===== src/sv/ipv4l4_pkg.sv =====
// shared constants and types for the ipv4 transport header parser
package ipv4l4_pkg;

    // frame layout
    localparam int ETH_HDR_BYTES  = 14;
    localparam int UDP_HDR_BYTES  = 8;
    localparam int TCP_MIN_BYTES  = 13;
    localparam int UDP_MIN_BYTES  = 4;
    localparam int IP_FIELDS_END  = 34;

    // byte positions of captured fields
    localparam logic [7:0] POS_ETYPE_HI = 8'd12;
    localparam logic [7:0] POS_ETYPE_LO = 8'd13;
    localparam logic [7:0] POS_IHL      = 8'd14;
    localparam logic [7:0] POS_TLEN_HI  = 8'd16;
    localparam logic [7:0] POS_TLEN_LO  = 8'd17;
    localparam logic [7:0] POS_PROTO    = 8'd23;
    localparam logic [7:0] POS_SRC_LO   = 8'd26;
    localparam logic [7:0] POS_SRC_HI   = 8'd29;
    localparam logic [7:0] POS_DST_LO   = 8'd30;
    localparam logic [7:0] POS_DST_HI   = 8'd33;
    localparam logic [7:0] POS_MAX      = 8'd255;

    // offsets inside the transport header
    localparam logic [7:0] REL_SPORT_HI = 8'd0;
    localparam logic [7:0] REL_SPORT_LO = 8'd1;
    localparam logic [7:0] REL_DPORT_HI = 8'd2;
    localparam logic [7:0] REL_DPORT_LO = 8'd3;
    localparam logic [7:0] REL_TCP_DOFF = 8'd12;

    localparam logic [15:0] ETHERTYPE_IPV4 = 16'h0800;
    localparam logic [7:0]  PROTO_TCP      = 8'd6;
    localparam logic [7:0]  PROTO_UDP      = 8'd17;

    // stream widths
    localparam int IN_TDATA_W  = 8;
    localparam int OUT_TDATA_W = 120;
    localparam int OUT_TUSER_W = 4;

    // result status codes
    typedef enum logic [2:0] {
        ST_OK        = 3'd0,
        ST_NOT_IPV4  = 3'd1,
        ST_NOT_L4    = 3'd2,
        ST_LEN_SHORT = 3'd3,
        ST_TRUNCATED = 3'd4
    } status_t;

endpackage


===== src/sv/ipv4_l4_header_parser.sv =====
// ipv4 tcp/udp header parser: one frame byte per transfer in, one result per frame out
//
//  channel  | dir | tdata                          | tuser             | tlast
//  ---------+-----+--------------------------------+-------------------+------------
//  s_ frame | in  | [7:0] frame_byte               | -                 | frame_end
//  m_ result| out | src, dst, ports, start, length | status, is_tcp    | -
//
// one byte is taken every cycle while s_tready is high; header fields are captured as they pass.
// the result is formed in the same cycle as the final byte and held in the
// output register, visible in the cycle after the final byte is accepted.
// reset clears the captured fields, byte position and output valid.
// input is stalled only while a result waits and m_tready is low.
module ipv4_l4_header_parser (
    input  logic                                  aclk,
    input  logic                                  aresetn,
    input  logic                                  s_tvalid,
    output logic                                  s_tready,
    input  logic [ipv4l4_pkg::IN_TDATA_W-1:0]     s_tdata,   // [7:0] frame_byte
    input  logic                                  s_tlast,
    output logic                                  m_tvalid,
    input  logic                                  m_tready,
    // [31:0] source_address, [63:32] destination_address, [79:64] source_port,
    // [95:80] destination_port, [103:96] payload_start, [119:104] payload_len
    output logic [ipv4l4_pkg::OUT_TDATA_W-1:0]    m_tdata,
    // [2:0] status, [3] is_tcp
    output logic [ipv4l4_pkg::OUT_TUSER_W-1:0]    m_tuser
);
    import ipv4l4_pkg::*;

    // captured header state
    logic [7:0]  pos_reg,   pos_next;
    logic [15:0] etype_reg, etype_next, etype_upd;
    logic [3:0]  ihl_reg,   ihl_next,   ihl_upd;
    logic [7:0]  proto_reg, proto_next, proto_upd;
    logic [15:0] tlen_reg,  tlen_next,  tlen_upd;
    logic [31:0] src_reg,   src_next,   src_upd;
    logic [31:0] dst_reg,   dst_next,   dst_upd;
    logic [15:0] sport_reg, sport_next, sport_upd;
    logic [15:0] dport_reg, dport_next, dport_upd;
    logic [3:0]  doff_reg,  doff_next,  doff_upd;

    // output register
    logic                   m_tvalid_reg, m_tvalid_next;
    logic [OUT_TDATA_W-1:0] m_tdata_reg,  m_tdata_next;
    logic [OUT_TUSER_W-1:0] m_tuser_reg,  m_tuser_next;

    logic        accept;
    logic [7:0]  in_byte;
    logic [6:0]  l4_base;
    logic [7:0]  rel;
    logic        in_l4;
    logic [8:0]  count;
    logic [7:0]  need;
    logic        is_tcp;
    logic        is_udp;
    logic [6:0]  l4_bytes;
    logic [6:0]  offset;
    status_t     status;
    logic [7:0]  pay_start;
    logic [15:0] pay_len;
    logic        res_tcp;
    logic [31:0] res_src;
    logic [31:0] res_dst;
    logic [15:0] res_sport;
    logic [15:0] res_dport;

    assign s_tready = !m_tvalid_reg || m_tready;
    assign accept   = s_tvalid && s_tready;
    assign in_byte  = s_tdata;

    assign m_tvalid = m_tvalid_reg;
    assign m_tdata  = m_tdata_reg;
    assign m_tuser  = m_tuser_reg;

    // field capture for the current byte
    always_comb begin
        etype_upd = etype_reg;
        ihl_upd   = ihl_reg;
        proto_upd = proto_reg;
        tlen_upd  = tlen_reg;
        src_upd   = src_reg;
        dst_upd   = dst_reg;
        sport_upd = sport_reg;
        dport_upd = dport_reg;
        doff_upd  = doff_reg;

        if (pos_reg == POS_ETYPE_HI) etype_upd = {in_byte, 8'h00};
        if (pos_reg == POS_ETYPE_LO) etype_upd = {etype_reg[15:8], in_byte};
        if (pos_reg == POS_IHL)      ihl_upd   = in_byte[3:0];
        if (pos_reg == POS_TLEN_HI)  tlen_upd  = {in_byte, 8'h00};
        if (pos_reg == POS_TLEN_LO)  tlen_upd  = {tlen_reg[15:8], in_byte};
        if (pos_reg == POS_PROTO)    proto_upd = in_byte;
        if (pos_reg >= POS_SRC_LO && pos_reg <= POS_SRC_HI)
            src_upd = {src_reg[23:0], in_byte};
        if (pos_reg >= POS_DST_LO && pos_reg <= POS_DST_HI)
            dst_upd = {dst_reg[23:0], in_byte};

        // transport header sits at 14 + ihl*4, with ihl as of this byte
        l4_base = 7'(ETH_HDR_BYTES) + {1'b0, ihl_upd, 2'b00};
        in_l4   = pos_reg >= {1'b0, l4_base};
        rel     = pos_reg - {1'b0, l4_base};
        if (in_l4) begin
            if (rel == REL_SPORT_HI) sport_upd = {in_byte, 8'h00};
            if (rel == REL_SPORT_LO) sport_upd = {sport_reg[15:8], in_byte};
            if (rel == REL_DPORT_HI) dport_upd = {in_byte, 8'h00};
            if (rel == REL_DPORT_LO) dport_upd = {dport_reg[15:8], in_byte};
            if (rel == REL_TCP_DOFF) doff_upd  = in_byte[7:4];
        end
    end

    // result for a frame ending on this byte
    always_comb begin
        count    = {1'b0, pos_reg} + 9'd1;
        is_tcp   = proto_upd == PROTO_TCP;
        is_udp   = proto_upd == PROTO_UDP;
        need     = {1'b0, l4_base} + (is_tcp ? 8'(TCP_MIN_BYTES) : 8'(UDP_MIN_BYTES));
        l4_bytes = is_tcp ? {1'b0, doff_upd, 2'b00} : 7'(UDP_HDR_BYTES);
        offset   = {1'b0, ihl_upd, 2'b00} + l4_bytes;

        status    = ST_OK;
        res_tcp   = 1'b0;
        res_src   = '0;
        res_dst   = '0;
        res_sport = '0;
        res_dport = '0;
        pay_start = '0;
        pay_len   = '0;

        if (count < 9'(ETH_HDR_BYTES)) begin
            status = ST_TRUNCATED;
        end else if (etype_upd != ETHERTYPE_IPV4) begin
            status = ST_NOT_IPV4;
        end else if (count < 9'(IP_FIELDS_END)) begin
            status = ST_TRUNCATED;
        end else if (!is_tcp && !is_udp) begin
            status  = ST_NOT_L4;
            res_src = src_upd;
            res_dst = dst_upd;
        end else if (count < {1'b0, need}) begin
            status = ST_TRUNCATED;
        end else begin
            res_tcp   = is_tcp;
            res_src   = src_upd;
            res_dst   = dst_upd;
            res_sport = sport_upd;
            res_dport = dport_upd;
            if (tlen_upd > {9'd0, offset}) begin
                status    = ST_OK;
                pay_start = 8'(ETH_HDR_BYTES) + {1'b0, offset};
                pay_len   = tlen_upd - {9'd0, offset};
            end else begin
                status = ST_LEN_SHORT;
            end
        end
    end

    // next state: advance on every transfer (saturating at 255), clear after the final byte
    always_comb begin
        pos_next   = pos_reg;
        etype_next = etype_reg;
        ihl_next   = ihl_reg;
        proto_next = proto_reg;
        tlen_next  = tlen_reg;
        src_next   = src_reg;
        dst_next   = dst_reg;
        sport_next = sport_reg;
        dport_next = dport_reg;
        doff_next  = doff_reg;

        m_tvalid_next = m_tvalid_reg && !m_tready;
        m_tdata_next  = m_tdata_reg;
        m_tuser_next  = m_tuser_reg;

        if (accept) begin
            if (s_tlast) begin
                pos_next   = '0;
                etype_next = '0;
                ihl_next   = '0;
                proto_next = '0;
                tlen_next  = '0;
                src_next   = '0;
                dst_next   = '0;
                sport_next = '0;
                dport_next = '0;
                doff_next  = '0;

                m_tvalid_next = 1'b1;
                m_tdata_next  = {pay_len, pay_start, res_dport, res_sport, res_dst, res_src};
                m_tuser_next  = {res_tcp, status};
            end else begin
                pos_next   = (pos_reg == POS_MAX) ? pos_reg : pos_reg + 8'd1;
                etype_next = etype_upd;
                ihl_next   = ihl_upd;
                proto_next = proto_upd;
                tlen_next  = tlen_upd;
                src_next   = src_upd;
                dst_next   = dst_upd;
                sport_next = sport_upd;
                dport_next = dport_upd;
                doff_next  = doff_upd;
            end
        end
    end

    // control and captured state registers
    always_ff @(posedge aclk) begin
        if (!aresetn) begin
            pos_reg      <= '0;
            etype_reg    <= '0;
            ihl_reg      <= '0;
            proto_reg    <= '0;
            tlen_reg     <= '0;
            src_reg      <= '0;
            dst_reg      <= '0;
            sport_reg    <= '0;
            dport_reg    <= '0;
            doff_reg     <= '0;
            m_tvalid_reg <= 1'b0;
        end else begin
            pos_reg      <= pos_next;
            etype_reg    <= etype_next;
            ihl_reg      <= ihl_next;
            proto_reg    <= proto_next;
            tlen_reg     <= tlen_next;
            src_reg      <= src_next;
            dst_reg      <= dst_next;
            sport_reg    <= sport_next;
            dport_reg    <= dport_next;
            doff_reg     <= doff_next;
            m_tvalid_reg <= m_tvalid_next;
        end
    end

    // result payload register
    always_ff @(posedge aclk) begin
        m_tdata_reg <= m_tdata_next;
        m_tuser_reg <= m_tuser_next;
    end

endmodule


===== config.mk =====
export PLATFORM = sky130hd
export DESIGN_NAME = ipv4_l4_header_parser
export DESIGN_NICKNAME = d
export VERILOG_FILES = /design/src/sv/ipv4l4_pkg.sv /design/src/sv/ipv4_l4_header_parser.sv
export SDC_FILE = /design/constraint.sdc
export NUM_CORES = 1
export LEC_CHECK = 0
export ABC_AREA = 0
export BUFFER_PORTS_ARGS = -buffer_cell sky130_fd_sc_hd__buf_4
export CAP_MARGIN = 20
export CORE_UTILIZATION = 40
export CTS_BUF_LIST = sky130_fd_sc_hd__clkbuf_2 sky130_fd_sc_hd__clkbuf_4 sky130_fd_sc_hd__clkbuf_8
export DETAILED_ROUTE_END_ITERATION = 7
export GPL_ROUTABILITY_DRIVEN = 0
export PLACE_DENSITY = 0.63
export SETUP_SLACK_MARGIN = 0.15
export SLEW_MARGIN = 20
export SYNTH_ARGS = -nofsm -noshare
export SYNTH_HDL_FRONTEND = slang
export SYNTH_SLANG_ARGS = --single-unit
export TNS_END_PERCENT = 10

===== constraint.sdc =====
create_clock -name aclk -period 7.2 [get_ports aclk]
set_input_delay 1.44 -clock aclk [delete_from_list [all_inputs] [get_ports aclk]]
set_output_delay 1.44 -clock aclk [all_outputs]
set_load 0.1 [all_outputs]

==> impl_summary.md, run 1 <==
Synth
The number of flops mapped to enable cells by yosys is 123. The most frequently used flop master after synthesis is dfxtp_1. Each instance of the synthesized netlist takes up on average 9.840 um^2. The net count after synthesis is 1386. In the synthesized netlist the async set-or-reset flop fraction comes to 0%. Counting distinct cell types in the post-synthesis netlist gives 75. The library cell with the largest summed area after synthesis is edfxtp_1. The Yosys step of the flow raised 0 warnings. Yosys attributes the largest share of cell area to edfxtp_1, dfxtp_1, a22oi_1. The portion of the post-synthesis area used by sequential elements is 51.09%. The synthesized netlist occupies a cell area of 13230 um^2. Counting every instance in the synthesized netlist gives 1344. The total of flip-flops plus latches after synthesis is 276. After synthesis, the largest area contributor takes up 27.93% of total cell area.

Layout
The area growth from synthesis to layout is 19.60%. The register with the most flip-flops in the layout has 119 of them. The net count reported at finish is 1510. The layout cell share with drive strength beyond 1 is 19.59%. 0 antenna diodes ended up in the layout.

The area of all placed cells without fillers is 15820 um^2.

Route
The DRC marker count from the first detailed-route iteration is 822. The first detailed-routing pass ran for 5 iterations. In the routed layout, each cell is associated on average with a via count of 5.399. The final route contains 10520 vias.

The number of antenna-violating nets in the routed design is 0. In the routed design, unresolved DRC markers number 0. After detailed routing, the total wire length is 35670 um. The mean routed wirelength per cell is 18.31 um.

Outcome
The run finished with clean final reports.

Floorplanning
The top-level port count is 139. In this run the standard cell core region covers 32540 um^2. The full die area is 33790 um^2.

The initial core utilization is 40.65%. In this run the core area contains 66 standard-cell rows. The die is 183.8 um tall. The floorplan step set the die width to 183.8 um.

Power and ir drop
Power spread over the standard cell area amounts to 221.5 nW/um^2. For this design the static power due to leakage is 5.400 nW. The maximum resistive drop on vdd is 0.1187 mV.

GRT
The number of antenna violations at the first check in global routing came to 0. The remaining global-route overflow is 0. The total track usage is 20.81%.

The via count of the first global-routing pass is 9939. The first global-routing pass estimated 55100 um of wire. Entering global routing, the biggest net connects 93 pins.

Timing
The smallest clock period supported by the final layout is computed as 6712 ps. Setup repair after global routing left no endpoint under its margin. The count of pins over their slew limit is 0.

The clock arrives with 31.67 ps of skew. The worst pin sits at a relative slew slack of 20.21%. The achievable clock frequency is 0.1490 GHz.

The total of endpoints with negative setup slack in the final report is 0. The final-layout setup total negative slack is 0 ps. The number of hold-slack violations in the final timing report was 0. For the pin with the worst max-slew slack, the measured transition is 1192 ps. Of the available clock period, the critical path in the final layout requires 93.23%.

Placement
Once placement finished, the instance area stood at 14760 um^2. The number of I/O port buffers is 137. The HPWL after detailed placement is 22740 um.

Min path
The class of the worst hold path is flip-flop to flip-flop. The worst hold path was traced through 2 stages.

Worst setup path
The worst-path maximum fanout is 23. The number of cell instances on the worst register-to-register path is 27. The critical path capture point type is a flip-flop. The worst setup path is of the flip-flop to flip-flop kind. The data arrival time at the worst-slack endpoint is 7030 ps.

The critical path data required time is 7520 ps. The worst setup path is launched from a flip-flop.

Clock network
The number of levels the H-tree was split into is 2. The tree is rooted in a clkbuf_8. The maximum clock insertion buffer count is 3.

The clock latency on the worst-skew pair is 590 ps. The clock-pin transition on the worst setup and hold timing paths is 60 ps. The total number of clock tree sinks is 276. TritonCTS built the clock tree.

Clock tree synthesis inserted a total of 47 buffers. The cts-stage hold buffer count is 0.

Job
The max capacitance violation total is 0.
[per-stage QoR]
stage / util [%] / total power, W / hold WS [ps] / worst slack (ps) / instances
2_1_floorplan: - / 0.001955 / 479.1 / 154.9 / 1344
3_3_place_gp: 45.35 / 0.002042 / 500.4 / 414.8 / 1860
3_5_place_dp: 45.35 / 0.002043 / 505.9 / 310.8 / 1860
4_1_cts: 48.51 / 0.003539 / 523.9 / 428.4 / 1947
5_1_grt: 48.62 / 0.003615 / 552.3 / 175.3 / 1948
6_report: 48.62 / 0.003503 / 521.0 / 487.7 / 1948
[cell usage after synthesis, types with 19 or more instances]
cell and count:
clkbuf_1 68, nor2_1 72, a22oi_1 149, a21oi_1 94, ha_1 27, edfxtp_1 123, nor2b_1 159, nor3_1 19
mux2i_1 38, dfxtp_1 153, nand2_1 179
[worst max-delay path, cell delays in order, from the launching register on]
cell      delay, ps
dfxtp_1         300
inv_1           170
ha_1            370
nand3_2         310
mux2i_1         200
buf_4           170
a21oi_2         200
nand2_1          80
ha_1            390
xor2_1          200
o31a_1          250
or3_1           440
a211o_1         360
a221oi_4        430
xnor2_1         120
ha_1            200
o21ba_2         240
nor2_1           60
a211oi_2        250
ha_1            290
a41oi_1         280
nor2_1           90
or3_1           370
o22ai_2         140
a31oi_2          80
o21bai_2        190
buf_12          180
nor2_1           60
[area by class of cell]
type	instances	area [um^2]
sequential	276	6756
timing repair buffer	171	1309
clock buffer	76	952.2
inverter	19	73.82
multi-input combinational	953	6098
clock inverter	11	75.07
fill	3027	16720
tap	442	553.0
[final timing paths]
| path | to | start | slack (ps) |
|---|---|---|---|
| worst max-delay path | m_tdata[119] | pos_reg[0] | 490 |
| worst min-delay path | dport_reg[5] | dport_reg[5] | 520 |
| worst max register to register | m_tdata[119] | pos_reg[0] | 490 |
| worst min register to register | dport_reg[5] | dport_reg[5] | 520 |
[logic make-up (layout without fill, tap and decap cells)]
logic type,Yosys count,after routing,share of synthesized area [%]
multiplexers,43,43,3.387
XOR/XNOR,27,27,1.788
flip-flops,276,276,51.09
AO/OA/AOI/OAI,333,333,17.24
other,2,2,0.05679
AND/OR/NAND/NOR,518,518,19.96
buffers and inverters,115,277,3.548
adder cells (fa/ha/maj),30,30,2.933
[metal layers]
| metal | track usage, % | share of wire [%] |
|---|---|---|
| met5 | 0 | 0 |
| met4 | 8.200 | 3.2 |
| met3 | 3.784 | 5.6 |
| met2 | 32.55 | 46 |
| met1 | 28.43 | 45 |
[where the power goes]
part / switching [W] / internal (W) / total [W]
Clock: 0.000649 / 0.000844 / 0.00149
Sequential: 0.00000850 / 0.00166 / 0.00167
Combinational: 0.000285 / 0.0000594 / 0.000345
Total: 0.000943 / 0.00256 / 0.00350
[placed cells by master (no fill, tap or decap), types with 10 or more instances in the layout]
master,instances
xnor2_1,18
dfxtp_1,153
o21ai_0,15
mux2i_1,36
buf_4,169
inv_1,17
ha_1,27
nor3_1,17
a22oi_1,149
a22o_1,10
edfxtp_1,123
a21oi_1,93
clkbuf_8,61
nand3_1,15
nor2b_1,158
and2_1,11
nand2b_1,12
nor2_1,71
nand2_1,179
clkbuf_4,15
[what timing repair did]
item,4_1_cts,5_1_grt
endpoints found under the setup margin,0,24
endpoints found under the hold margin,0,0
setup buffers,0,0
gates resized for setup,0,2
Power figures use the tool's default switching activity.
==> run 2: changes to the inputs <==
--- a/config.mk
+++ b/config.mk
@@ -6,8 +6,9 @@
 export NUM_CORES = 1
 export LEC_CHECK = 0
 export ABC_AREA = 0
-export BUFFER_PORTS_ARGS = -buffer_cell sky130_fd_sc_hd__buf_4
+export BUFFER_PORTS_ARGS = -buffer_cell sky130_fd_sc_hd__buf_2
 export CAP_MARGIN = 20
+export CORE_MARGIN = 2
 export CORE_UTILIZATION = 40
 export CTS_BUF_LIST = sky130_fd_sc_hd__clkbuf_2 sky130_fd_sc_hd__clkbuf_4 sky130_fd_sc_hd__clkbuf_8
 export DETAILED_ROUTE_END_ITERATION = 7
==> run 2 against run 1 <==
Clock skew barely moved. Clock-buffer cell count fell by 1. Critical path type unchanged. Sequential power barely moved. Largest cell class unchanged. Combinational power fell by 5.8%. Critical endpoint is now m_tdata[109]. Core utilization fell by 1.4 points.
==> impl_summary.md, run 2 (synthesis gave the netlist of run 1 again) <==
Floorplanning
The die extent in y came to 185.8 um (+1.1%). The full die area is 34530 um^2 (+2.2%). The initial core utilization is 40.65% (unchanged).

The count of standard-cell rows is 66 (unchanged). The core area is 32540 um^2 (unchanged). The top-level port count came to 139 (unchanged). The die width is 185.8 um (+1.1%).

GRT
The total track usage is 20.41% (-0.40 points). The remaining global-route overflow is 0 (unchanged). The number of antenna violations at the first check in global routing is 0 (unchanged). The via count of the first global-routing pass was 9865 (-0.74%).

The largest net degree at the start of global routing was 103 (+11%). The first-pass GRT wire length is 55410 um (+0.58%).

Clock network
The cell at the root of the clock tree is clkbuf_8. The number of levels the H-tree was split into is 2 (unchanged). The maximum clock insertion buffer count is 3 (unchanged).

The cts-stage hold buffer count is 0 (unchanged). The clock tree from TritonCTS is yes. The total clock buffers created by CTS is 45 (-4.3%).

The clock latency on the worst-skew pair is 570 ps (-20 ps). The total number of clock tree sinks is 276 (unchanged). The clock-pin transition on the worst setup and hold timing paths is 60 ps (about the same).

Layout
From synthesis to final layout, the design area changed by 16.24%. The layout cell share with drive strength beyond 1 is 19.45% (-0.13 points). The number of flip-flops in the largest register is 119 (unchanged).

The number of antenna cells inserted came to 0 (unchanged). The library cell used most frequently in the layout, excluding fill and tap cells, is nand2_1. The net count reported at finish is 1509 (-0.066%). The final core utilization was 47.25% (-1.4 points). The library cells used most frequently in the layout, excluding fill and tap cells, are nand2_1, nor2b_1, dfxtp_1.

Placement
The pre-CTS setup slack is -11.87 ps (-322.6 ps). The number of I/O port buffers was 137 (unchanged). The HPWL after detailed placement came to 22430 um (-1.4%).

Timing
The number of hold-slack violations in the final timing report is 0 (unchanged). The slew at the pin closest to its max-slew limit came to 1136 ps (-56.10 ps). The relative slew slack came to 23.78% (+3.6 points). The achievable clock frequency came to 0.1536 GHz (+3.1%). The final setup slack of the worst path was 689.2 ps (+201.5 ps). The time the worst path needs with I/O delays and setup is 6511 ps (-201.5 ps). The count of pins over their slew limit was 0 (unchanged).

The final clock period utilization by the worst path is 90.43% (-2.8 points). Setup repair after global routing left no endpoint under its margin. The total of endpoints with negative setup slack in the final report is 0 (unchanged). The worst hold-check slack is 521.5 ps (+0.5460 ps). The post-route clock skew is 31.31 ps (-0.3637 ps).

Worst setup path
The worst-path maximum fanout is 23 (unchanged). The element type at the critical path start is a flip-flop. The critical path is of the flip-flop to flip-flop type. The data arrival time at the worst-slack endpoint is 6800 ps (-230 ps). STA classifies the critical path endpoint as a flip-flop. The critical path data required time is 7490 ps (-30 ps).

Power and ir drop
The maximum resistive drop on vdd is 0.09650 mV (-19%). The sum of internal, switching and leakage power is 0.003402 W (-2.9%). The power density normalized to cell area is 221.3 nW/um^2 (about the same). The leakage power summed over all cells came to 5.241 nW (-2.9%).

Route
The via count was 10500 (-0.18%). The number of remaining DRC errors came to 0 (unchanged). The first-pass detailed-route iteration total is 7 (+2). The DRC marker count from the first detailed-route iteration is 927 (+13%). The total routed wirelength is 35430 um (-0.68%).

The post-detailed-route via-to-cell ratio came to 5.403 (about the same). The mean routed wirelength per cell was 18.23 um (-0.43%). The number of antenna-violating nets in the routed design is 0 (unchanged).

Min path
The path class of the tightest hold or removal check is flip-flop to flip-flop.

Outcome
The flow ran to the end, and the final reports show no timing, DRC or antenna violations.

Job
The max capacitance violation total came to 0 (unchanged).
## run 2: cell count changes in the layout (fill, tap and decap cells not counted), moves of 7 or more
cell      previous run  this run
buf_2                0       137
buf_4              169        35
clkbuf_8            61        53
clkbuf_4            15        22
## run 2: cell type report
type	count	area, um^2
Multi-Input combinational cell	953	6100
Clock inverter	6	43.79
Inverter	19	73.82
Sequential cell	276	6760
Fill cell	3121	17160
Tap cell	442	553.0
Clock buffer	75	894.6
Timing Repair Buffer	172	948.4
## run 2: per-layer routing
layer / vias to the layer above / wire length, um / global-route usage, %
met4: 0 / 1060 / 7.717
li1: 5067 / - / -
met2: 359 / 16260 / 31.75
met1: 4999 / 15900 / 28.45
met3: 74 / 2205 / 3.424
met5: - / 0 / 0
## run 2: final timing paths
path,slack [ps],to,startpoint,depth (start not counted)
worst min-delay path,520,proto_reg[6],proto_reg[6],2
worst max-delay path,690,m_tdata[109],pos_reg[6],27
worst max register to register,690,m_tdata[109],pos_reg[6],27
worst min register to register,520,proto_reg[6],proto_reg[6],2
## run 2: critical path, stage by stage (launching register included)
cell	delay (ps)
dfxtp_2	400
nor3_2	260
nand3_1	110
buf_4	200
mux2i_1	130
buf_4	160
a21oi_2	190
nand2_1	80
ha_1	300
xor2_1	180
o31a_1	240
or3_1	440
a211o_1	350
a221oi_4	420
xnor2_1	110
ha_1	190
o21ba_2	240
nor2_1	50
a211oi_2	260
ha_1	300
a41oi_1	270
a2bb2oi_1	120
o221a_2	300
o22ai_2	270
a31oi_2	110
o21bai_2	140
buf_4	280
nor3b_1	100
## run 2: report_power, final
part           switching [W]  leakage (nW)  total, W  internal [W]
combinational       0.000283          2.33  0.000325     0.0000421
clock               0.000627         0.507   0.00141      0.000784
sequential        0.00000701          2.40   0.00166       0.00166
total               0.000917          5.24   0.00340       0.00248
## run 2: through the flow
| step | TNS, ps | instance area, um^2 | std cells |
|---|---|---|---|
| floorplan | 0 | 13260 | 1344 |
| global placement | 0 | 14390 | 1860 |
| detailed placement | -15.75 | 14390 | 1860 |
| CTS | 0 | 15330 | 1941 |
| global route | 0 | 15370 | 1943 |
| finish | 0 | 15370 | 1943 |
## run 2: repair_timing
item | CTS | global route
setup buffers | 0 | 2
setup endpoints to repair | 0 | 25
resized for setup | 0 | 8
hold endpoints to repair | 0 | 0
